## src/sha_pkg.sv

```systemverilog
// sha_pkg: shared types, constants and round functions for the sha-256 stream hasher
// used by sha_core and sha256_stream_hasher under src
`default_nettype none
package sha_pkg;
    typedef enum logic [1:0] {
        CMD_ABSORB        = 2'd0,
        CMD_ABSORB_FINISH = 2'd1,
        CMD_FINISH        = 2'd2,
        CMD_UNUSED        = 2'd3
    } cmd_t;

    typedef enum logic [3:0] {
        ST_IDLE,
        ST_PAD,
        ST_LOAD,
        ST_ROUND,
        ST_UPDATE,
        ST_EMIT
    } state_t;

    // compression core sequencer
    typedef enum logic [2:0] {
        C_IDLE, C_LOAD, C_ROUND, C_ADD
    } cstate_t;

    typedef struct packed {
        logic        start;
        logic        busy;
    } core_ctl_t;

    function automatic logic [31:0] round_k(input logic [5:0] idx);
        logic [31:0] k;
        case (idx)
            6'd0: k = 32'h428a2f98; 6'd1: k = 32'h71374491; 6'd2: k = 32'hb5c0fbcf;
            6'd3: k = 32'he9b5dba5; 6'd4: k = 32'h3956c25b; 6'd5: k = 32'h59f111f1;
            6'd6: k = 32'h923f82a4; 6'd7: k = 32'hab1c5ed5; 6'd8: k = 32'hd807aa98;
            6'd9: k = 32'h12835b01; 6'd10: k = 32'h243185be; 6'd11: k = 32'h550c7dc3;
            6'd12: k = 32'h72be5d74; 6'd13: k = 32'h80deb1fe; 6'd14: k = 32'h9bdc06a7;
            6'd15: k = 32'hc19bf174; 6'd16: k = 32'he49b69c1; 6'd17: k = 32'hefbe4786;
            6'd18: k = 32'h0fc19dc6; 6'd19: k = 32'h240ca1cc; 6'd20: k = 32'h2de92c6f;
            6'd21: k = 32'h4a7484aa; 6'd22: k = 32'h5cb0a9dc; 6'd23: k = 32'h76f988da;
            6'd24: k = 32'h983e5152; 6'd25: k = 32'ha831c66d; 6'd26: k = 32'hb00327c8;
            6'd27: k = 32'hbf597fc7; 6'd28: k = 32'hc6e00bf3; 6'd29: k = 32'hd5a79147;
            6'd30: k = 32'h06ca6351; 6'd31: k = 32'h14292967; 6'd32: k = 32'h27b70a85;
            6'd33: k = 32'h2e1b2138; 6'd34: k = 32'h4d2c6dfc; 6'd35: k = 32'h53380d13;
            6'd36: k = 32'h650a7354; 6'd37: k = 32'h766a0abb; 6'd38: k = 32'h81c2c92e;
            6'd39: k = 32'h92722c85; 6'd40: k = 32'ha2bfe8a1; 6'd41: k = 32'ha81a664b;
            6'd42: k = 32'hc24b8b70; 6'd43: k = 32'hc76c51a3; 6'd44: k = 32'hd192e819;
            6'd45: k = 32'hd6990624; 6'd46: k = 32'hf40e3585; 6'd47: k = 32'h106aa070;
            6'd48: k = 32'h19a4c116; 6'd49: k = 32'h1e376c08; 6'd50: k = 32'h2748774c;
            6'd51: k = 32'h34b0bcb5; 6'd52: k = 32'h391c0cb3; 6'd53: k = 32'h4ed8aa4a;
            6'd54: k = 32'h5b9cca4f; 6'd55: k = 32'h682e6ff3; 6'd56: k = 32'h748f82ee;
            6'd57: k = 32'h78a5636f; 6'd58: k = 32'h84c87814; 6'd59: k = 32'h8cc70208;
            6'd60: k = 32'h90befffa; 6'd61: k = 32'ha4506ceb; 6'd62: k = 32'hbef9a3f7;
            default: k = 32'hc67178f2;
        endcase
        return k;
    endfunction

    function automatic logic [31:0] init_word(input logic [2:0] idx);
        logic [31:0] h;
        case (idx)
            3'd0: h = 32'h6a09e667; 3'd1: h = 32'hbb67ae85;
            3'd2: h = 32'h3c6ef372; 3'd3: h = 32'ha54ff53a;
            3'd4: h = 32'h510e527f; 3'd5: h = 32'h9b05688c;
            3'd6: h = 32'h1f83d9ab;
            default: h = 32'h5be0cd19;
        endcase
        return h;
    endfunction

    function automatic logic [31:0] rotr(input logic [31:0] x, input int unsigned n);
        return (x >> n) | (x << (32 - n));
    endfunction
endpackage
`default_nettype wire

```

## src/sha_ram.sv

```systemverilog
// sha_ram: generic single-port write, single-port read ram with registered read
// no dependencies
`default_nettype none
module sha_ram #(
    parameter int unsigned Width = 8,
    parameter int unsigned Depth = 64
) (
    input  wire logic                     aclk,
    input  wire logic                     wr_en,
    input  wire logic [$clog2(Depth)-1:0] wr_addr,
    input  wire logic [Width-1:0]         wr_data,
    input  wire logic [$clog2(Depth)-1:0] rd_addr,
    output logic      [Width-1:0]         rd_data
);
    logic [Width-1:0] mem [Depth];

    always_ff @(posedge aclk) begin
        if (wr_en) begin
            mem[wr_addr] <= wr_data;
        end
        rd_data <= mem[rd_addr];
    end
endmodule
`default_nettype wire

```

## src/sha_core.sv

```systemverilog
// sha_core: one-round-per-cycle sha-256 compression over a 64-byte buffer
// depends on sha_pkg and sha_ram (block buffer and chaining words)
`default_nettype none
module sha_core (
    input  wire logic                 aclk,
    input  wire logic                 aresetn,
    input  wire sha_pkg::core_ctl_t   ctl_in,
    output sha_pkg::core_ctl_t        ctl_out,
    // byte buffer write port from the intake side
    input  wire logic                 buf_we,
    input  wire logic [5:0]           buf_addr,
    input  wire logic [7:0]           buf_data,
    // chaining word readout and restart
    input  wire logic                 chain_restart,
    input  wire logic [2:0]           chain_rd_idx,
    output logic      [31:0]          chain_rd_word
);
    import sha_pkg::*;

    // buffer holds 16 words; intake writes one byte lane at a time via read-modify-write-free
    // byte rams, four lanes of 16 entries each
    logic [31:0] buf_rd;
    logic [3:0]  buf_rd_addr;
    genvar g;
    generate
        for (g = 0; g < 4; g++) begin : g_lane
            sha_ram #(.Width(8), .Depth(16)) u_lane (
                .aclk   (aclk),
                .wr_en  (buf_we && (buf_addr[1:0] == 2'(3 - g))),
                .wr_addr(buf_addr[5:2]),
                .wr_data(buf_data),
                .rd_addr(buf_rd_addr),
                .rd_data(buf_rd[8*g +: 8])
            );
        end
    endgenerate

    // chaining words in a ram, restart handled by a valid flag per entry
    logic        ch_we;
    logic [2:0]  ch_waddr;
    logic [31:0] ch_wdata;
    logic [2:0]  ch_raddr;
    logic [31:0] ch_rdata;
    logic [7:0]  ch_valid_reg;
    logic [7:0]  ch_valid_next;
    logic [2:0]  ch_raddr_q_reg;

    sha_ram #(.Width(32), .Depth(8)) u_chain (
        .aclk   (aclk),
        .wr_en  (ch_we),
        .wr_addr(ch_waddr),
        .wr_data(ch_wdata),
        .rd_addr(ch_raddr),
        .rd_data(ch_rdata)
    );

    logic [31:0] ch_word;
    assign ch_word = ch_valid_reg[ch_raddr_q_reg] ? ch_rdata : init_word(ch_raddr_q_reg);
    assign chain_rd_word = ch_word;

    cstate_t     cst_reg, cst_next;
    logic [6:0]  cnt_reg, cnt_next;
    logic [31:0] v_reg [8];
    logic [31:0] v_next [8];
    logic [31:0] w_reg [16];
    logic [31:0] w_next [16];

    logic [31:0] wt, s0, s1, big0, big1, ch_f, maj, t1, t2;

    always_comb begin
        s0 = rotr(w_reg[1], 7) ^ rotr(w_reg[1], 18) ^ (w_reg[1] >> 3);
        s1 = rotr(w_reg[14], 17) ^ rotr(w_reg[14], 19) ^ (w_reg[14] >> 10);
        wt = (cnt_reg < 7'd16) ? w_reg[0] : (s1 + w_reg[9] + s0 + w_reg[0]);
        big1 = rotr(v_reg[4], 6) ^ rotr(v_reg[4], 11) ^ rotr(v_reg[4], 25);
        ch_f = (v_reg[4] & v_reg[5]) ^ (~v_reg[4] & v_reg[6]);
        t1 = v_reg[7] + big1 + ch_f + round_k(cnt_reg[5:0]) + wt;
        big0 = rotr(v_reg[0], 2) ^ rotr(v_reg[0], 13) ^ rotr(v_reg[0], 22);
        maj = (v_reg[0] & v_reg[1]) ^ (v_reg[0] & v_reg[2]) ^ (v_reg[1] & v_reg[2]);
        t2 = big0 + maj;
    end

    always_comb begin
        cst_next = cst_reg;
        cnt_next = cnt_reg;
        v_next = v_reg;
        w_next = w_reg;
        buf_rd_addr = cnt_reg[3:0];
        ch_raddr = chain_rd_idx;
        ch_we = 1'b0;
        ch_waddr = cnt_reg[2:0];
        ch_wdata = '0;
        ch_valid_next = ch_valid_reg;
        case (cst_reg)
            C_IDLE: begin
                if (ctl_in.start) begin
                    cst_next = C_LOAD;
                    cnt_next = '0;
                end
            end
            C_LOAD: begin
                // issue reads of buffer word and chain word, capture them in the following cycle
                buf_rd_addr = cnt_reg[3:0];
                ch_raddr = cnt_reg[2:0];
                if (cnt_reg != 7'd0) begin
                    for (int i = 0; i < 15; i++) w_next[i] = w_reg[i+1];
                    w_next[15] = buf_rd;
                    if (cnt_reg <= 7'd8) begin
                        for (int i = 0; i < 7; i++) v_next[i] = v_reg[i+1];
                        v_next[7] = ch_word;
                    end
                end
                cnt_next = cnt_reg + 7'd1;
                if (cnt_reg == 7'd16) begin
                    cst_next = C_ROUND;
                    cnt_next = '0;
                end
            end
            C_ROUND: begin
                for (int i = 0; i < 15; i++) w_next[i] = w_reg[i+1];
                w_next[15] = wt;
                v_next[7] = v_reg[6]; v_next[6] = v_reg[5]; v_next[5] = v_reg[4];
                v_next[4] = v_reg[3] + t1;
                v_next[3] = v_reg[2]; v_next[2] = v_reg[1]; v_next[1] = v_reg[0];
                v_next[0] = t1 + t2;
                cnt_next = cnt_reg + 7'd1;
                if (cnt_reg == 7'd63) begin
                    cst_next = C_ADD;
                    cnt_next = '0;
                end
            end
            C_ADD: begin
                // read chain word i, add in the following cycle and write back
                ch_raddr = cnt_reg[2:0];
                if (cnt_reg != 7'd0) begin
                    ch_we = 1'b1;
                    ch_waddr = 3'(cnt_reg - 7'd1);
                    ch_wdata = ch_word + v_reg[0];
                    ch_valid_next[ch_waddr] = 1'b1;
                    for (int i = 0; i < 7; i++) v_next[i] = v_reg[i+1];
                end
                cnt_next = cnt_reg + 7'd1;
                if (cnt_reg == 7'd8) begin
                    cst_next = C_IDLE;
                end
            end
            default: cst_next = C_IDLE;
        endcase
        if (chain_restart) begin
            ch_valid_next = '0;
        end
    end

    always_ff @(posedge aclk) begin
        if (!aresetn) begin
            cst_reg <= C_IDLE;
            cnt_reg <= '0;
            ch_valid_reg <= '0;
        end else begin
            cst_reg <= cst_next;
            cnt_reg <= cnt_next;
            ch_valid_reg <= ch_valid_next;
        end
        v_reg <= v_next;
        w_reg <= w_next;
        ch_raddr_q_reg <= ch_raddr;
    end

    assign ctl_out.start = 1'b0;
    assign ctl_out.busy = (cst_reg != C_IDLE);

    property p_no_start_busy;
        @(posedge aclk) disable iff (!aresetn) ctl_in.start |-> cst_reg == C_IDLE;
    endproperty
    a_no_start_busy: assert property (p_no_start_busy) else $error("start while busy");

    a_round_cnt: assert property (@(posedge aclk) disable iff (!aresetn)
        cst_reg == C_ROUND |-> cnt_reg < 7'd64) else $error("round count overrun");

    a_add_done: assert property (@(posedge aclk) disable iff (!aresetn)
        (cst_reg == C_ADD && cnt_reg == 7'd8) |=> cst_reg == C_IDLE)
        else $error("add pass did not end");
endmodule
`default_nettype wire

```

## src/sha256_stream_hasher.sv

```systemverilog
// sha256_stream_hasher: top level, byte intake, padding sequencer and digest output
// depends on sha_pkg and sha_core
//
// usage:
//   s_axis: one request per message byte; s_axis_tdata[7:0] = data_byte,
//   s_axis_tuser[1:0] = command (0 absorb, 1 absorb then finish, 2 finish only,
//   3 ignored).
//   m_axis: eight digest words after a finish, tdata = {word_index, digest_word},
//   tlast on word 7.
//   bytes are taken one per cycle while the core is idle; a byte that fills
//   the 64-byte buffer starts the compression core, which loads the block and
//   chaining words, runs 64 rounds and updates the chaining words; no byte is
//   taken meanwhile. a finish pads one byte per cycle while the core is idle,
//   runs one or two compressions and then presents the words, one per cycle
//   while m_axis_tready is high. a stalled receiver holds the current word;
//   no new request is taken until all eight words have gone.
//   reset returns the chaining words to the initial values and the count to 0.
`default_nettype none
module sha256_stream_hasher (
    input  wire logic        aclk,
    input  wire logic        aresetn,
    input  wire logic        s_axis_tvalid,
    output logic             s_axis_tready,
    input  wire logic [7:0]  s_axis_tdata,   // data_byte[7:0]
    input  wire logic [1:0]  s_axis_tuser,   // command[1:0]
    output logic             m_axis_tvalid,
    input  wire logic        m_axis_tready,
    output logic [39:0]      m_axis_tdata,   // digest_word[31:0], word_index[34:32], zero fill
    output logic             m_axis_tlast    // last_word
);
    import sha_pkg::*;

    state_t      st_reg, st_next;
    logic [60:0] total_reg, total_next;
    logic [63:0] bits_reg, bits_next;
    logic [3:0]  pcnt_reg, pcnt_next;   // padding phase: 0 = 0x80, then zeros, len bytes
    logic [2:0]  widx_reg, widx_next;
    logic        fin_reg, fin_next;

    core_ctl_t   ctl_to_core, ctl_from_core;
    logic        buf_we;
    logic [5:0]  buf_addr;
    logic [7:0]  buf_data;
    logic        restart;
    logic [31:0] chain_word;

    sha_core u_core (
        .aclk         (aclk),
        .aresetn      (aresetn),
        .ctl_in       (ctl_to_core),
        .ctl_out      (ctl_from_core),
        .buf_we       (buf_we),
        .buf_addr     (buf_addr),
        .buf_data     (buf_data),
        .chain_restart(restart),
        .chain_rd_idx (widx_next),
        .chain_rd_word(chain_word)
    );

    logic        s_fire;
    logic [1:0]  cmd;
    logic [60:0] total_inc;
    logic        fills;
    logic [7:0]  len_byte;

    assign s_fire = s_axis_tvalid && s_axis_tready;
    assign cmd = s_axis_tuser;
    assign total_inc = total_reg + 61'd1;
    assign fills = (total_reg[5:0] == 6'd63);
    assign len_byte = bits_reg[63:56];

    always_comb begin
        st_next = st_reg;
        total_next = total_reg;
        bits_next = bits_reg;
        pcnt_next = pcnt_reg;
        widx_next = widx_reg;
        fin_next = fin_reg;
        buf_we = 1'b0;
        buf_addr = total_reg[5:0];
        buf_data = s_axis_tdata;
        ctl_to_core.start = 1'b0;
        ctl_to_core.busy = 1'b0;
        restart = 1'b0;
        s_axis_tready = (st_reg == ST_IDLE) && !ctl_from_core.busy;
        case (st_reg)
            ST_IDLE: begin
                if (s_fire && cmd != CMD_UNUSED) begin
                    fin_next = (cmd != CMD_ABSORB);
                    if (cmd != CMD_FINISH) begin
                        buf_we = 1'b1;
                        total_next = total_inc;
                        ctl_to_core.start = fills;
                    end
                    if (cmd != CMD_ABSORB) begin
                        st_next = ST_PAD;
                        pcnt_next = '0;
                        bits_next = {total_next, 3'b000};
                    end
                end
            end
            ST_PAD: begin
                if (!ctl_from_core.busy) begin
                    buf_we = 1'b1;
                    total_next = total_inc;
                    ctl_to_core.start = fills;
                    if (pcnt_reg == 4'd0) begin
                        buf_data = 8'h80;
                        pcnt_next = 4'd1;
                        if (total_reg[5:0] == 6'd55) pcnt_next = 4'd2;
                    end else if (pcnt_reg == 4'd1) begin
                        buf_data = 8'h00;
                        if (total_reg[5:0] == 6'd55) pcnt_next = 4'd2;
                    end else begin
                        buf_data = len_byte;
                        bits_next = {bits_reg[55:0], 8'h00};
                        pcnt_next = pcnt_reg + 4'd1;
                        if (pcnt_reg == 4'd9) begin
                            st_next = ST_LOAD;
                        end
                    end
                end
            end
            ST_LOAD: begin
                // wait for the last compression, then prefetch word 0
                if (!ctl_from_core.busy && !ctl_to_core.start) begin
                    widx_next = '0;
                    st_next = ST_EMIT;
                end
            end
            ST_EMIT: begin
                if (m_axis_tready) begin
                    if (widx_reg == 3'd7) begin
                        st_next = ST_IDLE;
                        restart = 1'b1;
                        total_next = '0;
                        fin_next = 1'b0;
                    end else begin
                        widx_next = widx_reg + 3'd1;
                    end
                end
            end
            default: st_next = ST_IDLE;
        endcase
    end

    // read data arrives in the cycle after widx_next is presented
    logic emit_ok_reg;
    always_ff @(posedge aclk) begin
        if (!aresetn) begin
            st_reg <= ST_IDLE;
            total_reg <= '0;
            pcnt_reg <= '0;
            widx_reg <= '0;
            fin_reg <= 1'b0;
            emit_ok_reg <= 1'b0;
        end else begin
            st_reg <= st_next;
            total_reg <= total_next;
            pcnt_reg <= pcnt_next;
            widx_reg <= widx_next;
            fin_reg <= fin_next;
            emit_ok_reg <= (st_next == ST_EMIT);
        end
        bits_reg <= bits_next;
    end

    assign m_axis_tvalid = (st_reg == ST_EMIT) && emit_ok_reg;
    assign m_axis_tdata = {5'd0, widx_reg, chain_word};
    assign m_axis_tlast = (widx_reg == 3'd7);

    a_ready_idle: assert property (@(posedge aclk) disable iff (!aresetn)
        s_axis_tready |-> !m_axis_tvalid) else $error("input ready while emitting");
    a_emit_fin: assert property (@(posedge aclk) disable iff (!aresetn)
        m_axis_tvalid |-> fin_reg) else $error("output without finish");
    a_last_idle: assert property (@(posedge aclk) disable iff (!aresetn)
        (m_axis_tvalid && m_axis_tready && m_axis_tlast) |=> st_reg == ST_IDLE)
        else $error("no return to idle after last word");
endmodule
`default_nettype wire

```

## config.mk

```make
export PLATFORM = sky130hd
export DESIGN_NAME = sha256_stream_hasher
export DESIGN_NICKNAME = d
export VERILOG_FILES = /design/src/sha_pkg.sv /design/src/sha_ram.sv /design/src/sha_core.sv /design/src/sha256_stream_hasher.sv
export SDC_FILE = /design/constraint.sdc
export NUM_CORES = 2
export LEC_CHECK = 0
export ABC_CLOCK_PERIOD_IN_PS = 13200
export BUFFER_PORTS_ARGS = -buffer_cell sky130_fd_sc_hd__buf_2
export CORE_ASPECT_RATIO = 0.9
export CORE_MARGIN = 1.5
export CORE_UTILIZATION = 58
export DETAILED_ROUTE_END_ITERATION = 8
export PLACE_DENSITY = 0.77
export SLEW_MARGIN = 5
export SYNTH_ARGS = -nofsm -noshare
export SYNTH_HDL_FRONTEND = slang
export SYNTH_SLANG_ARGS = --single-unit
```

## constraint.sdc

```tcl
create_clock -name aclk -period 13.2 [get_ports aclk]
set_input_delay 0 -clock aclk [delete_from_list [all_inputs] [get_ports aclk]]
set_output_delay 0 -clock aclk [all_outputs]
set_load 0.01 [all_outputs]
```

== After elaboration in Yosys (flattened, before gate mapping) ==
Memories as Yosys holds them, arrays and structs flattened. A register that Yosys moved wholly into a read port is not among the register bits.
Index checks and enable logic that the tools add are counted.

* Add/subtract/negate cells: 16
* Reductions and logical operators: 34
* Equality and inequality tests: 41
* Bitwise logic cells: 29
* Magnitude comparators: 5
* Multiplexer cells: 91

{| class="wikitable"
|+ Operator list
! cell !! count
|-
| $pmux W512 S2 || 1
|-
| $pmux W224 S3 || 1
|-
| $mux W256 || 2
|-
| $mux W512 || 1
|-
| $add A32 B32 Y32 || 11
|-
| $mux W64 || 5
|-
| $mux W61 || 5
|-
| $xor A32 B32 Y32 || 9
|-
| $mux W224 || 1
|-
| $pmux W32 S7 || 1
|-
| $pmux W61 S3 || 1
|-
| $and A32 B32 Y32 || 5
|-
| $mux W32 || 4
|-
| $pmux W64 S2 || 1
|-
| $pmux W32 S2 || 1
|-
| $add A61 B1 Y61 const B || 1
|-
| $mux W4 || 15
|-
| $mux W8 || 4
|-
| $not A32 Y32 || 1
|-
| $or A10 B32 Y32 || 1
|-
| $or A13 B32 Y32 || 1
|-
| $or A14 B32 Y32 || 1
|-
| $or A15 B32 Y32 || 1
|-
| $or A19 B32 Y32 || 1
|-
| 61 further kinds || 141
|}

* Register bits: 926
* Bits in writable memories: 768
* Output and inout bits: 43
* ROM bits: 2048
* Word-level logic and storage cells: 256
* Input bits: 14
* Memories kept: 6

{| class="wikitable"
|+ Memories
! memory !! depth !! bits a word !! read ports !! clocked after memory_dff !! write ports !! RTL line !! text
|-
| (name not given) || 64 || 32 || 1 || 1 || 0 || sha_pkg.sv:33 || <nowiki>case (idx)</nowiki>
|-
| u_core.u_chain.mem || 8 || 32 || 1 || 1 || 1 || sha_ram.sv:15 || <nowiki>logic [Width-1:0] mem [Depth];</nowiki>
|-
| u_core.g_lane[0].u_lane.mem || 16 || 8 || 1 || 1 || 1 || sha_ram.sv:15 ||
|-
| u_core.g_lane[1].u_lane.mem || 16 || 8 || 1 || 1 || 1 || sha_ram.sv:15 ||
|-
| u_core.g_lane[2].u_lane.mem || 16 || 8 || 1 || 1 || 1 || sha_ram.sv:15 ||
|-
| u_core.g_lane[3].u_lane.mem || 16 || 8 || 1 || 1 || 1 || sha_ram.sv:15 ||
|}

== Longest topological paths before layout ==
* Depth in word-level cells: 11
* Mapped depth: 45
* Mapped depth without buffers: 44

== Hierarchy ==
From an unflattened synthesis, not the netlist that was laid out.

* Cell total of the unflattened synthesis: 6265
* Area, all modules: 86385.4 um^2

{| class="wikitable"
|+ By module, submodules not included
! module !! cells an instance !! instances !! area an instance (um^2) !! sequential area each (um^2)
|-
| sha_core || 3963 || 1 || 47305.4 || 24103.1
|-
| sha_ram at u_core.g_lane[0].u_lane ... || 229 || 4 || 5147.4 || 4003.8
|-
| sha_ram at u_core.u_chain || 415 || 1 || 10466.3 || 8328.0
|-
| sha256_stream_hasher || 971 || 1 || 8023.9 || 3293.2
|}

== Least setup slack after synthesis ==
OpenSTA, ideal clock, no wires.

* Path type: flip-flop to flip-flop
* Start: register u_core.cnt_reg[1]
* End: register u_core.w_reg[0] in the netlist's numbering, enable pin
* Library setup time: 925 ps
* Slack: -740 ps
* Required time: 12275 ps
* Data arrival time: 13014 ps
* Buffers on the path: 3
* Stages on the path, launching flop included: 9
* Cells stage by stage: dfxtp_1 > clkbuf_1 > clkbuf_1 > clkbuf_1 > inv_1 > ha_1 > nand2b_1 > or3_1 > o21a_1

* Longest elaborated chain between the ends: 3

{| class="wikitable"
|+ RTL lines
! element !! RTL line !! text
|-
| start: declaration || sha_core.sv:62 || <nowiki>logic [6:0] cnt_reg, cnt_next;</nowiki>
|-
| start signal: assignment || sha_core.sv:160 || <nowiki>cnt_reg <= cnt_next;</nowiki>
|-
| $reduce_bool A7 Y1 || sha_core.sv:104 || <nowiki>if (cnt_reg != 7'd0) begin</nowiki>
|-
| $ne A2 B1 Y1 (no source line) || -- ||
|-
| $reduce_and A2 Y1 (no source line) || -- ||
|-
| end signal: assignment || sha_core.sv:164 || <nowiki>w_reg <= w_next;</nowiki>
|-
| end: declaration || sha_core.sv:65 || <nowiki>logic [31:0] w_reg [16];</nowiki>
|}

Every way passes these cells.
A chain may end at the register's enable or synchronous reset.

==> impl_results.md <==
* Total grt overflow at 0
* CP Launch Type: flip-flop
* H-tree depth at 4
* Synth cell types at 100
* Post-Syn Instances at 6055
* CTS tree: done
* 1st-iter DRT viols at 6831
* Max incr delay on CP at 0.86 ns
* Hpwl dp at 152000 µm
* RR Startpoint: u_core.w_reg[456]
* Worst path slowest cell: o41ai_1
* IO Port Bufs at 51
* Core footprint at 146000 µm²
* Unrepaired setup endpoints after global routing: false
* Kind of critical path: reg2reg
* R2R Path End: u_core.v_reg[255]
* Footprint of the multi-input gates at 30800 µm²
* R2r setup slk at 2.53 ns
* Rows at 133
* Yosys reg bits at 1786
* DR WL/cell at 27.5 µm
* Area growth from synthesis to layout at 9.67%
* RePlAce Congestion at 0.976
* P per Cell Area at 121 nW/µm²
* Depth of the most critical reg-to-reg path at 41
* CTS root buffer: clkbuf_16
* Maximum clock path buffer count at 3
* Postcts setup bufs at 0
* Met1 Usage GRT at 0.443
* Synth Flop Type: edfxtp_1
* Critical Path Fanout Max at 6
* Hold Fails Final Rpt at 0
* Die area at 149000 µm²
* I/O pins at 57
* Mapped Area at 84900 µm²
* Status: finished, final reports clean
* Synth top area cells: edfxtp_1 56%, mux4_2 6.0%, dfxtp_1 4.5%
* Share of cells above drive strength 1 at 0.153
* CP dominant cell by count: fa_1
* Worst-Skew Late Latency at 0.85 ns
* Leakage power at 31.1 nW
* Clock sink count at 1786
* Pins Over Slew Limit at 0
* Routed Antenna Nets at 0
* Hold Path Class: in2reg
* Worst-case vdd ir drop at 0.000146 V
* Fmax at 93.7 MHz
* Worst slew margin relative to its limit at 0.141
* YS warnings at 0
* Async SR Flop Fraction at 0
* Top cells by count, synth: 1597 x edfxtp_1, 412 x nor2_1, 350 x inv_1, 350 x nand2_1, 312 x a21oi_1
* Routed WL at 225000 µm
* Share of the synthesized area in the top cell type at 0.565
* Register area share after synthesis at 0.609
* Fin crit share at 0.809
* Num CTS Buffers at 172
* Register area at 51700 µm²
* Worst-margin pin slew at 1.29 ns
* Met3 usage at 0.0627
* Fill cell count at 10500
* Die height at 366 µm
* Critical Path RT at 13.76 ns
* Final setup violation count at 0
* Tmin final at 10.67 ns
* Fin util at 0.639
* Layer carrying the most global-route usage: met2
* # Max-Cap Violations at 0
* Overall Global Routing Usage at 0.302
* Final net count at 6451
* Vias in the first global route at 49600
* Most numerous cell in the Yosys netlist: edfxtp_1
* Endpoint class of the critical path: flip-flop
* Worst Hold Launch: s_axis_tdata[0]
* Drc violations at 0
* Die width at 406 µm
* Met2 GRT Util at 0.451
* Post-synth top area cell: edfxtp_1
* Via count at 51700
* Clock slew at reported path FFs at 0.07 ns
* Max Clock Skew at 0.0467 ns
* Worst hold path endpoint: u_core.g_lane[1].u_lane.mem[14][0]
* Vias per cell at 6.33
* Global-route wire length before repair at 329000 µm
* Initial DRT Pass Iterations at 8
* Critical Path AT at 11.23 ns
* Hold Crit Depth at 2
* Initial Util at 0.583
* Setup TNS at 0 ns
* Initial antenna violation count at 7
* Mapped Avg Cell Area at 14.0 µm²
* Post-synth EDFFs at 1597
* Worst hold margin at 0.0569 ns
* Largest net degree at the start of global routing at 185
==> cells by family after synthesis <==
logic type / after synthesis / synth area share
adder cells (fa/ha/maj): 379 / 0.0723
other: 1 / 0.0000442
AO/OA/AOI/OAI: 1076 / 0.0793
flip-flops: 1786 / 0.609
AND/OR/NAND/NOR: 1178 / 0.0631
buffers and inverters: 662 / 0.0303
multiplexers: 520 / 0.0986
XOR/XNOR: 453 / 0.0470
==> cell type report <==
class | instances | share of cell area
sequential | 1786 | 0.556
antenna | 8 | 0.000215
multi-input combinational | 3612 | 0.331
clock buffer | 219 | 0.0492
tap | 1957 | 0.0263
timing repair buffer | 137 | 0.0100
inverter | 353 | 0.0142
clock inverter | 106 | 0.0137
==> worst max-delay path, delay by kind of cell (launching register included) <==
| family | cells | cell delay [ns] |
|---|---|---|
| compound gates | 16 | 3.94 |
| fa+ha+maj | 9 | 3.86 |
| xor+xnor | 6 | 0.99 |
| simple gates | 4 | 0.50 |
| flops | 1 | 0.47 |
| mux | 1 | 0.31 |
| buf+inv | 5 | 0.27 |
==> worst max-delay path by stage <==
stage,startpoint,end,slack (ns),cells past startpoint
floorplan,u_core.cnt_reg[1],u_core.v_reg[100],1.35,9
global placement,u_core.w_reg[456],u_core.v_reg[255],2.82,41
detailed placement,u_core.w_reg[456],u_core.v_reg[255],2.64,41
CTS,u_core.w_reg[456],u_core.v_reg[255],2.60,41
global route,u_core.w_reg[456],u_core.v_reg[255],1.99,43
finish,u_core.w_reg[456],u_core.v_reg[255],2.53,41
==> routing by layer <==
metal	vias to the layer above	wire, µm
met3	412	22500
met2	2870	102000
met5	-	40
li1	22400	-
met1	26000	92600
met4	6	7810
==> what timing repair did <==
item,in CTS,in global routing
gates resized for setup,0,0
hold endpoints to repair,38,0
hold buffers,7,0
==> report_power, final <==
part	switching, mW	internal [mW]	total [mW]	leakage, nW
logic	0.0678	0.0157	0.0836	12.9
registers	0.00515	6.10	6.11	15.4
clock network	2.24	2.86	5.09	2.84
==> layout by cell type (no fill, tap or decap), drive strengths merged, types with 97 or more instances in the layout <==
master / Yosys / layout
mux4: 228 / 228
xor2: 148 / 148
nor2: 415 / 415
inv: 353 / 364
nand3: 103 / 103
xnor2: 304 / 304
nand2: 351 / 351
ha: 187 / 187
a21o: 97 / 97
edfxtp: 1597 / 1597
o21ai: 322 / 322
dfxtp: 189 / 189
clkbuf: 236 / 220
buf: 73 / 129
mux2: 250 / 250
a21oi: 315 / 315
fa: 188 / 188
==> stage by stage <==
step / cells / cell area [µm²] / power, mW / setup WS, ns
3_5_place_dp: 7837 / 87200 / 6.31 / 2.64
2_1_floorplan: 6060 / 84900 / 6.28 / 1.35
5_1_grt: 8171 / 93100 / 11.6 / 1.99
6_report: 8178 / 93100 / 11.3 / 2.53
4_1_cts: 8169 / 93100 / 11.3 / 2.60
3_3_place_gp: 7837 / 87200 / 6.31 / 2.82
(Power assumes the default switching activity.)
